--- config.mk ---
export PLATFORM = sky130hd
export DESIGN_NAME = signed_decimal_field_formatter
export DESIGN_NICKNAME = d
export VERILOG_FILES = /design/src/design/sdff_pkg.sv /design/src/design/signed_decimal_field_formatter.sv
export SDC_FILE = /design/constraint.sdc
export NUM_CORES = 1
export LEC_CHECK = 0
export ABC_CLOCK_PERIOD_IN_PS = 22000
export BUFFER_PORTS_ARGS = -buffer_cell sky130_fd_sc_hd__buf_4
export CORE_UTILIZATION = 45
export CTS_CLUSTER_SIZE = 10
export DETAILED_ROUTE_END_ITERATION = 8
export SLEW_MARGIN = 20
export SYNTH_ARGS = -nofsm -noshare
export SYNTH_HDL_FRONTEND = slang
export SYNTH_SLANG_ARGS = --single-unit
--- constraint.sdc ---
create_clock -name i_clk -period 22 [get_ports i_clk]
set_input_delay 1.1 -clock i_clk [delete_from_list [all_inputs] [get_ports i_clk]]
set_output_delay 1.1 -clock i_clk [all_outputs]
set_load 0.005 [all_outputs]
--- src/design/sdff_pkg.sv ---
// Shared constants and helpers for the signed decimal field formatter.
`timescale 1ns / 1ps

package sdff_pkg;

    // Cap on characters emitted for one request.
    localparam int MAX_OUT_CHARS = 64;
    localparam int IDX_W         = $clog2(MAX_OUT_CHARS);

    // BCD accumulator: twenty digits cover any 64-bit magnitude.
    localparam int NUM_DIGITS = 20;
    localparam int BCD_W      = 4 * NUM_DIGITS;

    typedef logic [BCD_W-1:0] t_bcd;
    typedef logic [4:0]       t_ndig;

    // Length modes.
    localparam logic [2:0] MODE_INT   = 3'd0;
    localparam logic [2:0] MODE_LONG  = 3'd1;
    localparam logic [2:0] MODE_LLONG = 3'd2;
    localparam logic [2:0] MODE_SHORT = 3'd3;
    localparam logic [2:0] MODE_CHAR  = 3'd4;

    // Characters.
    localparam logic [7:0] CH_PLUS  = 8'h2B;
    localparam logic [7:0] CH_SPACE = 8'h20;
    localparam logic [7:0] CH_MINUS = 8'h2D;
    localparam logic [7:0] CH_ZERO  = 8'h30;
    localparam logic [7:0] CH_NINE  = 8'h39;
    localparam logic [7:0] CH_NUL   = 8'h00;

    // Double-dabble correction of one BCD digit before the shift.
    function automatic logic [3:0] dd_adjust(input logic [3:0] d);
        dd_adjust = (d >= 4'd5) ? 4'(d + 4'd3) : d;
    endfunction

endpackage

--- src/design/signed_decimal_field_formatter.sv ---
// Top level: printf %d style formatter, one character out per result.
`timescale 1ns / 1ps

// Usage
//   Input channel (i_in_valid / o_in_stall): one request carries the value,
//   length mode, width, precision and the four flags. A request is taken at
//   a rising edge with i_in_valid high and o_in_stall low; the block works on
//   one request at a time and holds o_in_stall high until its final result
//   has been loaded into the output register.
//   Output channel (o_out_valid / i_out_stall): one character per result,
//   o_last marking the final one. A request that yields no characters gives
//   a single result with o_char_valid low and o_last high.
//   Sequence: the magnitude is converted by a bit-serial double-dabble loop,
//   one bit per cycle over the length mode's size (8, 16, 32 or 64 bits),
//   then leading zero digits are dropped, a setup state sets up the field
//   counts and characters leave one per cycle while the output is not
//   stalled.
//   Stall: while i_out_stall is high a held result stays in the output
//   register and no further character is generated; nothing is lost or repeated.
//   Reset (i_rst_n low, synchronous): drops any request in progress, empties
//   the output register and returns to idle, ready for a new request.
module signed_decimal_field_formatter
    import sdff_pkg::*;
(
    input  logic              i_clk,
    input  logic              i_rst_n,
    input  logic              i_in_valid,
    output logic              o_in_stall,
    input  logic signed [63:0] i_value,
    input  logic [2:0]        i_length_mode,
    input  logic [5:0]        i_width,
    input  logic signed [6:0] i_precision,
    input  logic              i_left_justify,
    input  logic              i_zero_pad,
    input  logic              i_plus_sign,
    input  logic              i_space_sign,
    output logic              o_out_valid,
    input  logic              i_out_stall,
    output logic [7:0]        o_out_char,
    output logic              o_char_valid,
    output logic              o_last
);

    // Sequencer states.
    localparam logic [2:0] S_IDLE  = 3'd0;
    localparam logic [2:0] S_CONV  = 3'd1;
    localparam logic [2:0] S_NORM  = 3'd2;
    localparam logic [2:0] S_SETUP = 3'd3;
    localparam logic [2:0] S_EMIT  = 3'd4;

    logic [2:0]       r_state, n_state;
    logic [6:0]       r_cnt, n_cnt;
    logic [63:0]      r_mag, n_mag;
    t_bcd             r_bcd, n_bcd;
    t_ndig            r_nd, n_nd;
    logic             r_nodig, n_nodig;
    logic             r_prec_given, n_prec_given;
    logic [5:0]       r_prec, n_prec;
    logic [5:0]       r_width, n_width;
    logic             r_left, n_left;
    logic             r_zpad, n_zpad;
    logic             r_has_sign, n_has_sign;
    logic [7:0]       r_sign_ch, n_sign_ch;
    logic [5:0]       r_padl, n_padl;
    logic [5:0]       r_zc, n_zc;
    logic [5:0]       r_padr, n_padr;
    t_ndig            r_dc, n_dc;
    logic [5:0]       r_rem, n_rem;
    logic [IDX_W-1:0] r_idx, n_idx;
    logic             r_ov, n_ov;
    logic [7:0]       r_oc, n_oc;
    logic             r_ocv, n_ocv;
    logic             r_olast, n_olast;

    logic             w_accept;
    logic [63:0]      w_raw;
    logic [63:0]      w_mask;
    logic             w_neg;
    logic [63:0]      w_mag;
    logic [63:0]      w_mag_al;
    logic [6:0]       w_bits;
    t_bcd             w_bcd_adj;
    t_ndig            w_nd_eff;
    logic [5:0]       w_zeros;
    logic [6:0]       w_total;
    logic [5:0]       w_pad;
    logic             w_load;
    logic             w_fin;

    assign o_in_stall   = (r_state != S_IDLE);
    assign w_accept     = i_in_valid && !o_in_stall;
    assign o_out_valid  = r_ov;
    assign o_out_char   = r_oc;
    assign o_char_valid = r_ocv;
    assign o_last       = r_olast;

    // Narrow by length mode, take the sign from the narrowed value's top bit, then take the magnitude.
    always_comb begin
        unique case (i_length_mode)
            MODE_LONG, MODE_LLONG: begin
                w_mask = {64{1'b1}};
                w_bits = 7'd64;
                w_neg  = i_value[63];
            end
            MODE_SHORT: begin
                w_mask = {48'd0, 16'hFFFF};
                w_bits = 7'd16;
                w_neg  = i_value[15];
            end
            MODE_CHAR: begin
                w_mask = {56'd0, 8'hFF};
                w_bits = 7'd8;
                w_neg  = i_value[7];
            end
            default: begin
                w_mask = {32'd0, 32'hFFFF_FFFF};
                w_bits = 7'd32;
                w_neg  = i_value[31];
            end
        endcase
        w_raw = i_value & w_mask;
        w_mag = w_neg ? ((~w_raw + 64'd1) & w_mask) : w_raw;
        // Left-align so the conversion loop always takes the top bit.
        unique case (w_bits)
            7'd8:    w_mag_al = {w_mag[7:0], 56'd0};
            7'd16:   w_mag_al = {w_mag[15:0], 48'd0};
            7'd32:   w_mag_al = {w_mag[31:0], 32'd0};
            default: w_mag_al = w_mag;
        endcase
    end

    // Double-dabble correction on every digit, independent per digit.
    always_comb begin
        for (int d = 0; d < NUM_DIGITS; d++) begin
            w_bcd_adj[4*d +: 4] = dd_adjust(r_bcd[4*d +: 4]);
        end
    end

    // Field arithmetic for the setup cycle.
    always_comb begin
        w_nd_eff = r_nodig ? t_ndig'(0) : r_nd;
        w_zeros  = (r_prec_given && (r_prec > {1'b0, w_nd_eff}))
                   ? 6'(r_prec - {1'b0, w_nd_eff}) : 6'd0;
        w_total  = {6'd0, r_has_sign} + {1'b0, w_zeros} + {2'd0, w_nd_eff};
        w_pad    = ({1'b0, r_width} > w_total)
                   ? 6'({1'b0, r_width} - w_total) : 6'd0;
    end

    assign w_load = (r_state == S_EMIT) && (!r_ov || !i_out_stall);
    assign w_fin  = (r_rem == 6'd1) || (r_idx == IDX_W'(MAX_OUT_CHARS - 1));

    always_comb begin
        n_state      = r_state;
        n_cnt        = r_cnt;
        n_mag        = r_mag;
        n_bcd        = r_bcd;
        n_nd         = r_nd;
        n_nodig      = r_nodig;
        n_prec_given = r_prec_given;
        n_prec       = r_prec;
        n_width      = r_width;
        n_left       = r_left;
        n_zpad       = r_zpad;
        n_has_sign   = r_has_sign;
        n_sign_ch    = r_sign_ch;
        n_padl       = r_padl;
        n_zc         = r_zc;
        n_padr       = r_padr;
        n_dc         = r_dc;
        n_rem        = r_rem;
        n_idx        = r_idx;
        n_ov         = r_ov;
        n_oc         = r_oc;
        n_ocv        = r_ocv;
        n_olast      = r_olast;

        // Drop the held result once the receiver takes it.
        if (r_ov && !i_out_stall) begin
            n_ov = 1'b0;
        end

        unique case (r_state)
            S_IDLE: begin
                if (w_accept) begin
                    n_state      = S_CONV;
                    n_cnt        = w_bits;
                    n_mag        = w_mag_al;
                    n_bcd        = '0;
                    n_nd         = t_ndig'(NUM_DIGITS);
                    n_prec_given = !i_precision[6];
                    n_prec       = (i_precision[5:0] == 6'd63) ? 6'd62 : i_precision[5:0];
                    n_nodig      = !i_precision[6] && (i_precision[5:0] == 6'd0)
                                   && (w_raw == 64'd0);
                    n_width      = i_width;
                    n_left       = i_left_justify;
                    n_zpad       = !i_left_justify && i_zero_pad && i_precision[6];
                    n_has_sign   = w_neg || i_plus_sign || i_space_sign;
                    n_sign_ch    = w_neg ? CH_MINUS : (i_plus_sign ? CH_PLUS : CH_SPACE);
                end
            end
            S_CONV: begin
                // Shift one magnitude bit into the corrected BCD word.
                n_bcd = {w_bcd_adj[BCD_W-2:0], r_mag[63]};
                n_mag = {r_mag[62:0], 1'b0};
                n_cnt = r_cnt - 7'd1;
                if (r_cnt == 7'd1) begin
                    n_state = S_NORM;
                end
            end
            S_NORM: begin
                // Strip leading zero digits, keeping at least one.
                if ((r_bcd[BCD_W-1 -: 4] == 4'd0) && (r_nd > t_ndig'(1))) begin
                    n_bcd = {r_bcd[BCD_W-5:0], 4'd0};
                    n_nd  = r_nd - t_ndig'(1);
                end else begin
                    n_state = S_SETUP;
                end
            end
            S_SETUP: begin
                n_dc  = w_nd_eff;
                n_rem = 6'(w_total + {1'b0, w_pad});
                n_idx = '0;
                if (r_left) begin
                    n_padl = 6'd0;
                    n_zc   = w_zeros;
                    n_padr = w_pad;
                end else if (r_zpad) begin
                    n_padl = 6'd0;
                    n_zc   = w_pad;
                    n_padr = 6'd0;
                end else begin
                    n_padl = w_pad;
                    n_zc   = w_zeros;
                    n_padr = 6'd0;
                end
                n_state = S_EMIT;
            end
            S_EMIT: begin
                if (w_load) begin
                    n_ov = 1'b1;
                    if (r_rem == 6'd0) begin
                        // Nothing to print: mark the end with an empty result.
                        n_oc    = CH_NUL;
                        n_ocv   = 1'b0;
                        n_olast = 1'b1;
                        n_state = S_IDLE;
                    end else begin
                        n_ocv   = 1'b1;
                        n_olast = w_fin;
                        n_rem   = r_rem - 6'd1;
                        n_idx   = r_idx + IDX_W'(1);
                        priority if (r_padl != 6'd0) begin
                            n_oc   = CH_SPACE;
                            n_padl = r_padl - 6'd1;
                        end else if (r_has_sign) begin
                            n_oc       = r_sign_ch;
                            n_has_sign = 1'b0;
                        end else if (r_zc != 6'd0) begin
                            n_oc = CH_ZERO;
                            n_zc = r_zc - 6'd1;
                        end else if (r_dc != t_ndig'(0)) begin
                            n_oc  = CH_ZERO | {4'd0, r_bcd[BCD_W-1 -: 4]};
                            n_bcd = {r_bcd[BCD_W-5:0], 4'd0};
                            n_dc  = r_dc - t_ndig'(1);
                        end else begin
                            n_oc   = CH_SPACE;
                            n_padr = r_padr - 6'd1;
                        end
                        if (w_fin) begin
                            n_state = S_IDLE;
                        end
                    end
                end
            end
            default: begin
                n_state = S_IDLE;
            end
        endcase
    end

    // Control registers.
    always_ff @(posedge i_clk) begin
        if (!i_rst_n) begin
            r_state <= S_IDLE;
            r_ov    <= 1'b0;
        end else begin
            r_state <= n_state;
            r_ov    <= n_ov;
        end
    end

    // Working and payload registers.
    always_ff @(posedge i_clk) begin
        r_cnt        <= n_cnt;
        r_mag        <= n_mag;
        r_bcd        <= n_bcd;
        r_nd         <= n_nd;
        r_nodig      <= n_nodig;
        r_prec_given <= n_prec_given;
        r_prec       <= n_prec;
        r_width      <= n_width;
        r_left       <= n_left;
        r_zpad       <= n_zpad;
        r_has_sign   <= n_has_sign;
        r_sign_ch    <= n_sign_ch;
        r_padl       <= n_padl;
        r_zc         <= n_zc;
        r_padr       <= n_padr;
        r_dc         <= n_dc;
        r_rem        <= n_rem;
        r_idx        <= n_idx;
        r_oc         <= n_oc;
        r_ocv        <= n_ocv;
        r_olast      <= n_olast;
    end

    // A taken request keeps the input side stalled in the following cycle.
    a_busy_after_accept: assert property (@(posedge i_clk) disable iff (!i_rst_n)
        (i_in_valid && !o_in_stall) |=> o_in_stall)
        else $error("input not stalled after request taken");

    // An empty result always closes its request.
    a_empty_is_last: assert property (@(posedge i_clk) disable iff (!i_rst_n)
        (o_out_valid && !o_char_valid) |-> o_last)
        else $error("empty result without last");

    // A held result that is not the last one means the request is still open.
    a_open_request: assert property (@(posedge i_clk) disable iff (!i_rst_n)
        (o_out_valid && !o_last) |-> o_in_stall)
        else $error("block idle before last result");

    // Only sign, space and decimal digit characters are emitted.
    a_char_set: assert property (@(posedge i_clk) disable iff (!i_rst_n)
        (o_out_valid && o_char_valid) |->
        ((o_out_char == CH_SPACE) || (o_out_char == CH_PLUS) || (o_out_char == CH_MINUS)
         || ((o_out_char >= CH_ZERO) && (o_out_char <= CH_NINE))))
        else $error("unexpected output character");

endmodule
### Word level (Yosys, flattened, before mapping)

Cells that the tools add are included.

* $add $sub $neg: 33
* $lt $le $gt $ge: 23
* equal/unequal tests: 28
* muxes and demuxes: 92
* bitwise logic cells: 3
* reductions and logical operators: 45

Operator list (number)
* $mux 80: 8
* $pmux 64 s3: 2
* $pmux 80 s4: 1
* $and 64x64->64: 2
* $mux 64: 2
* $pmux 64 s2: 1
* $mux 6: 19
* $ge 4x3->1 const B: 20
* $mux 4: 20
* $add 4x2->4 const B: 19
* $add 64x1->64 const B: 1
* $logic_not 64->1: 1
* $not 64->64: 1
* $mux 5: 11
* $pmux 6 s2: 4
* $mux 3: 7
* $pmux 7 s3: 1
* $pmux 5 s2: 2
* $ne 2x2->1 const B: 9
* $sub 6x1->6 const B: 3
* $pmux 3 s5: 1
* $pmux 7 s2: 1
* $eq 3x2->1 const B: 4
* $eq 6x6->1 const B: 2
* 45 further kinds: 82

* register bits after elaboration: 224
* output and inout port bits: 12
* logic and storage cells: 247

### Depth between registers and ports, before layout

* depth in word-level cells: 11
* mapped depth: 32

### Least setup slack after synthesis

No wires, ideal clock.

* path type: input to register
* start: in i_in_valid
* end: reg r_bcd[0], enable pin
* setup time: 616 ps
* arrival time: 8332 ps
* required time: 21384 ps
* slack: 13052 ps
* cell stages on the path: 4
* cell sequence: nand3_1 -> nand2_1 -> a21oi_1 -> nor3_1

* word-level cells in the longest chain between the ends: 3

RTL lines
* start: declaration: RTL line signed_decimal_field_formatter.sv:27 `input logic i_in_valid,`
* $logic_and 1x1->1: RTL line signed_decimal_field_formatter.sv:91 `assign w_accept = i_in_valid && !o_in_stall;`
* $ne 2x2->1 (no source line)
* $reduce_and 9->1 (no source line)
* end signal: assignment: RTL line signed_decimal_field_formatter.sv:296 `r_bcd <= n_bcd;`
* end: declaration: RTL line signed_decimal_field_formatter.sv:54 `t_bcd r_bcd, n_bcd;`

Every way passes these cells.
A chain may end at the register's enable or synchronous reset.

### Worst setup path after layout

* start: reg r_nd[0]
* end: reg r_rem[5], data pin

* word-level cells in the longest chain between the ends: 10
* elaborated cells between the ends (all ways): 12

RTL lines
* start: declaration: RTL line signed_decimal_field_formatter.sv:55 `t_ndig r_nd, n_nd;`
* start signal: assignment: RTL line signed_decimal_field_formatter.sv:297 `r_nd <= n_nd;`
* $mux 5 *: RTL line signed_decimal_field_formatter.sv:141 `w_nd_eff = r_nodig ? t_ndig'(0) : r_nd;`
* $gt 6x5->1: RTL line signed_decimal_field_formatter.sv:142 `w_zeros = (r_prec_given && (r_prec > {1'b0, w_nd_eff}))`
* $logic_and 1x1->1: RTL line signed_decimal_field_formatter.sv:142
* $mux 6: RTL line signed_decimal_field_formatter.sv:143 `? 6'(r_prec - {1'b0, w_nd_eff}) : 6'd0;`
* $add 1x6->7: RTL line signed_decimal_field_formatter.sv:144 `w_total = {6'd0, r_has_sign} + {1'b0, w_zeros} + {2'd0, w_nd_eff};`
* $add 7x5->7 *: RTL line signed_decimal_field_formatter.sv:144
* $sub 6x6->6 or $gt 6x7->1 (tied branches): RTL line signed_decimal_field_formatter.sv:146, signed_decimal_field_formatter.sv:145
* $mux 6: RTL line signed_decimal_field_formatter.sv:146 `? 6'({1'b0, r_width} - w_total) : 6'd0;`
* $add 6x6->6 *: RTL line signed_decimal_field_formatter.sv:221 `n_rem = 6'(w_total + {1'b0, w_pad});`
* $pmux 6 s2 *: RTL line signed_decimal_field_formatter.sv:182 `unique case (r_state)`
* net n_rem[5]: RTL line signed_decimal_field_formatter.sv:68 `logic [5:0] r_rem, n_rem;`
* end signal: assignment: RTL line signed_decimal_field_formatter.sv:310 `r_rem <= n_rem;`
* end: declaration: RTL line signed_decimal_field_formatter.sv:68

The timed path passes the listed nets; every way through them passes the cells marked *.

==> impl_metrics.json <==
{
  "outcome": "finished, final reports clean",
  "post-route-period-util": 0.349,
  "grt_max_degree": 81,
  "reg2reg_setup_slack_ns": 14.33,
  "cts_buffer_depth": 3,
  "seq_area_frac_synth": 0.438,
  "start_util": 0.456,
  "final_nets": 1794,
  "async_flop_share": 0,
  "postCtsSetupBuffers": 0,
  "finalHoldViolations": 0,
  "seq_area_um2": 6480,
  "cts_resized": 0,
  "criticalPathCategory": "reg -> reg",
  "ir_worst_vdd_uv": 47.6,
  "wl_um": 37900,
  "syn_area_um2": 14800,
  "startpoint_type": "flip-flop",
  "synth_edf_count": 213,
  "die-area_um2": 33600,
  "layout-drive-gt1-share": 0.0999,
  "r2r-end": "r_rem[5]",
  "first_pass_iters": 5,
  "routedWlPerCell_um": 18.2,
  "num_rows": 66,
  "cts_hold_buf": 0,
  "worstPathRequired_ns": 22.38,
  "reg2regPathDepth": 31,
  "hold_class": "reg -> reg",
  "dp_hpwl_um": 26700,
  "grt_pass1_wl_um": 60500,
  "ys_types": 78,
  "ys_ff_latch": 217,
  "area_growth_pct": 11.7,
  "port_buffers": 97,
  "die_w_um": 183,
  "syn_inst": 1566,
  "h-tree-depth": 1,
  "fmax_mhz": 130,
  "postSynthAreaPerCell_um2": 9.45,
  "ios": 100,
  "final_area_um2": 16500,
  "worst_pin_slew_ns": 1.09,
  "slowest_delay_ns": 0.59,
  "finalPower_w": 0.00127,
  "setup_viol_count_final": 0,
  "cp.arrival_ns": 8.05,
  "pwr-share-comb": 0.261,
  "final_common_cell": "edfxtp_1",
  "leakage_nw": 6.04,
  "vias": 12000,
  "fin_skew_ns": 0.0105,
  "nFillCells": 3082,
  "pwr-share-seq": 0.436,
  "most-common-layout-cells": "edfxtp_1 (213), nand2_1 (159), o21ai_0 (150)",
  "setup_tns_ns": 0,
  "p_switching_w": 0.000400,
  "power_density_nw_per_um2": 76.9,
  "timing.slew.headroom": 0.270,
  "clock_latency_ns": 0.53,
  "endpoint_kind": "flip-flop",
  "cts_sinks": 217,
  "max-cap-violations": 0,
  "vias_per_cell": 5.75,
  "whs_path_depth": 2,
  "fp.coreArea_um2": 32500,
  "reg2reg_from": "r_nd[0]",
  "p_int_w": 0.000872,
  "ant_nets": 0,
  "place_area_um2": 15800,
  "min_to": "r_mag[48]",
  "cts_tree": "done",
  "numCtsBuffers": 26,
  "cpMaxStageDelayCell": "a2111oi_0",
  "worst-path-max-fanout": 13,
  "drc": 0,
  "grt.total_usage": 0.225,
  "antenna_found_initial": 1,
  "synth_warnings": 0,
  "pwr-share-clk": 0.303,
  "swShare": 0.314,
  "path_clk_slew_ns": 0.06,
  "hp-start": "r_mag[47]",
  "die_y_um": 183,
  "root_buffer": "clkbuf_16",
  "rsz0062_at_grt": "no",
  "gr-total-overflow": 0,
  "diodes": 0,
  "multi_input_comb_area_um2": 7650,
  "final-max-slew-violation-count": 0,
  "gp_congestion": 0.899,
  "min_period_ns": 7.67,
  "grt_pass1_vias": 11400,
  "synth_ff_type": "edfxtp_1",
  "drt_iter0_drc": 1043
}
power by group through the flow:
stage	clock, W	sequential [W]	combinational, W
2_1_floorplan	0	0.000553	0.000244
3_3_place_gp	0	0.000561	0.000325
3_5_place_dp	0	0.000561	0.000330
4_1_cts	0.000396	0.000554	0.000332
5_1_grt	0.000412	0.000560	0.000371
6_report	0.000386	0.000554	0.000332
cell families after synthesis:
logic type | synth area share
AO/OA/AOI/OAI | 0.198
XOR/XNOR | 0.0726
adder cells (fa/ha/maj) | 0.0695
buffers and inverters | 0.0471
flip-flops | 0.438
multiplexers | 0.00423
other | 0.000254
AND/OR/NAND/NOR | 0.171
worst max-delay path, delay by kind of cell, from the launching register on:
kind | cells | cell delay, ns
flops | 1 | 0.43
simple gates | 9 | 1.44
compound gates | 11 | 3.31
fa+ha+maj | 6 | 1.90
xor+xnor | 1 | 0.16
buf+inv | 4 | 0.29
layer usage:
layer	up-vias	GRT usage	part of all wire
li1	5876	-	-
met2	352	0.365	0.46
met4	0	0.0633	0.023
met1	5700	0.315	0.46
met3	58	0.0276	0.054
met5	-	0	0
sequential cells by signal (all words and copies together) (netlist names):
register,count
r_left,1
o_char_valid,1
r_idx,6
r_has_sign,1
r_bcd,80
r_padl,6
r_zc,6
r_cnt,7
o_out_valid,1
r_prec,6
r_nd,5
o_last,1
o_out_char,6
r_state,3
r_rem,6
r_zpad,1
r_dc,5
r_sign_ch,3
r_prec_given,1
r_mag,64
r_nodig,1
r_width,6
cell usage after synthesis, types with 17 or more instances:
cell	instances	area, µm²
nand3_1	20	100
nor3b_1	26	195
xnor2_1	68	596
nor2_1	147	552
o21ai_0	150	751
edfxtp_1	213	6400
clkbuf_1	54	203
o31ai_1	17	128
nand2_1	162	608
ha_1	75	938
a21oi_1	128	641
xor2_1	52	455
o21a_1	17	128
inv_1	81	304
nand2b_1	38	238
nor3_1	32	160
layout make-up:
type,instances,area share
Clock buffer,39,0.0429
Clock inverter,3,0.00167
Inverter,81,0.0184
Multi-Input combinational cell,1193,0.463
Sequential cell,217,0.392
Tap cell,442,0.0335
Timing Repair Buffer,108,0.0491
how the worst max path moves through the flow:
| stage | from | endpoint | slack [ns] | depth (start not counted) |
|---|---|---|---|---|
| CTS | r_nd[0] | r_rem[5] | 14.30 | 30 |
| global placement | r_nd[0] | r_rem[5] | 14.58 | 30 |
| detailed placement | r_nd[0] | r_rem[5] | 14.34 | 31 |
| finish | r_nd[0] | r_rem[5] | 14.33 | 31 |
| floorplan | i_in_valid | r_bcd[0] | 13.05 | 4 |
| global route | r_nd[0] | r_rem[5] | 13.68 | 31 |
stage by stage:
| stage | instances | utilization | setup WS (ns) | hold WS, ns |
|---|---|---|---|---|
| after CTS | 2083 | 0.509 | 14.30 | 0.523 |
| final | 2083 | 0.509 | 14.33 | 0.521 |
| after detailed placement | 2041 | 0.487 | 14.34 | 0.515 |
| after global placement | 2041 | 0.487 | 14.58 | 0.502 |
| after global routing | 2083 | 0.509 | 13.68 | 0.539 |
| after floorplan | 1567 | - | 13.05 | 0.484 |
(Power assumes the default switching activity.)
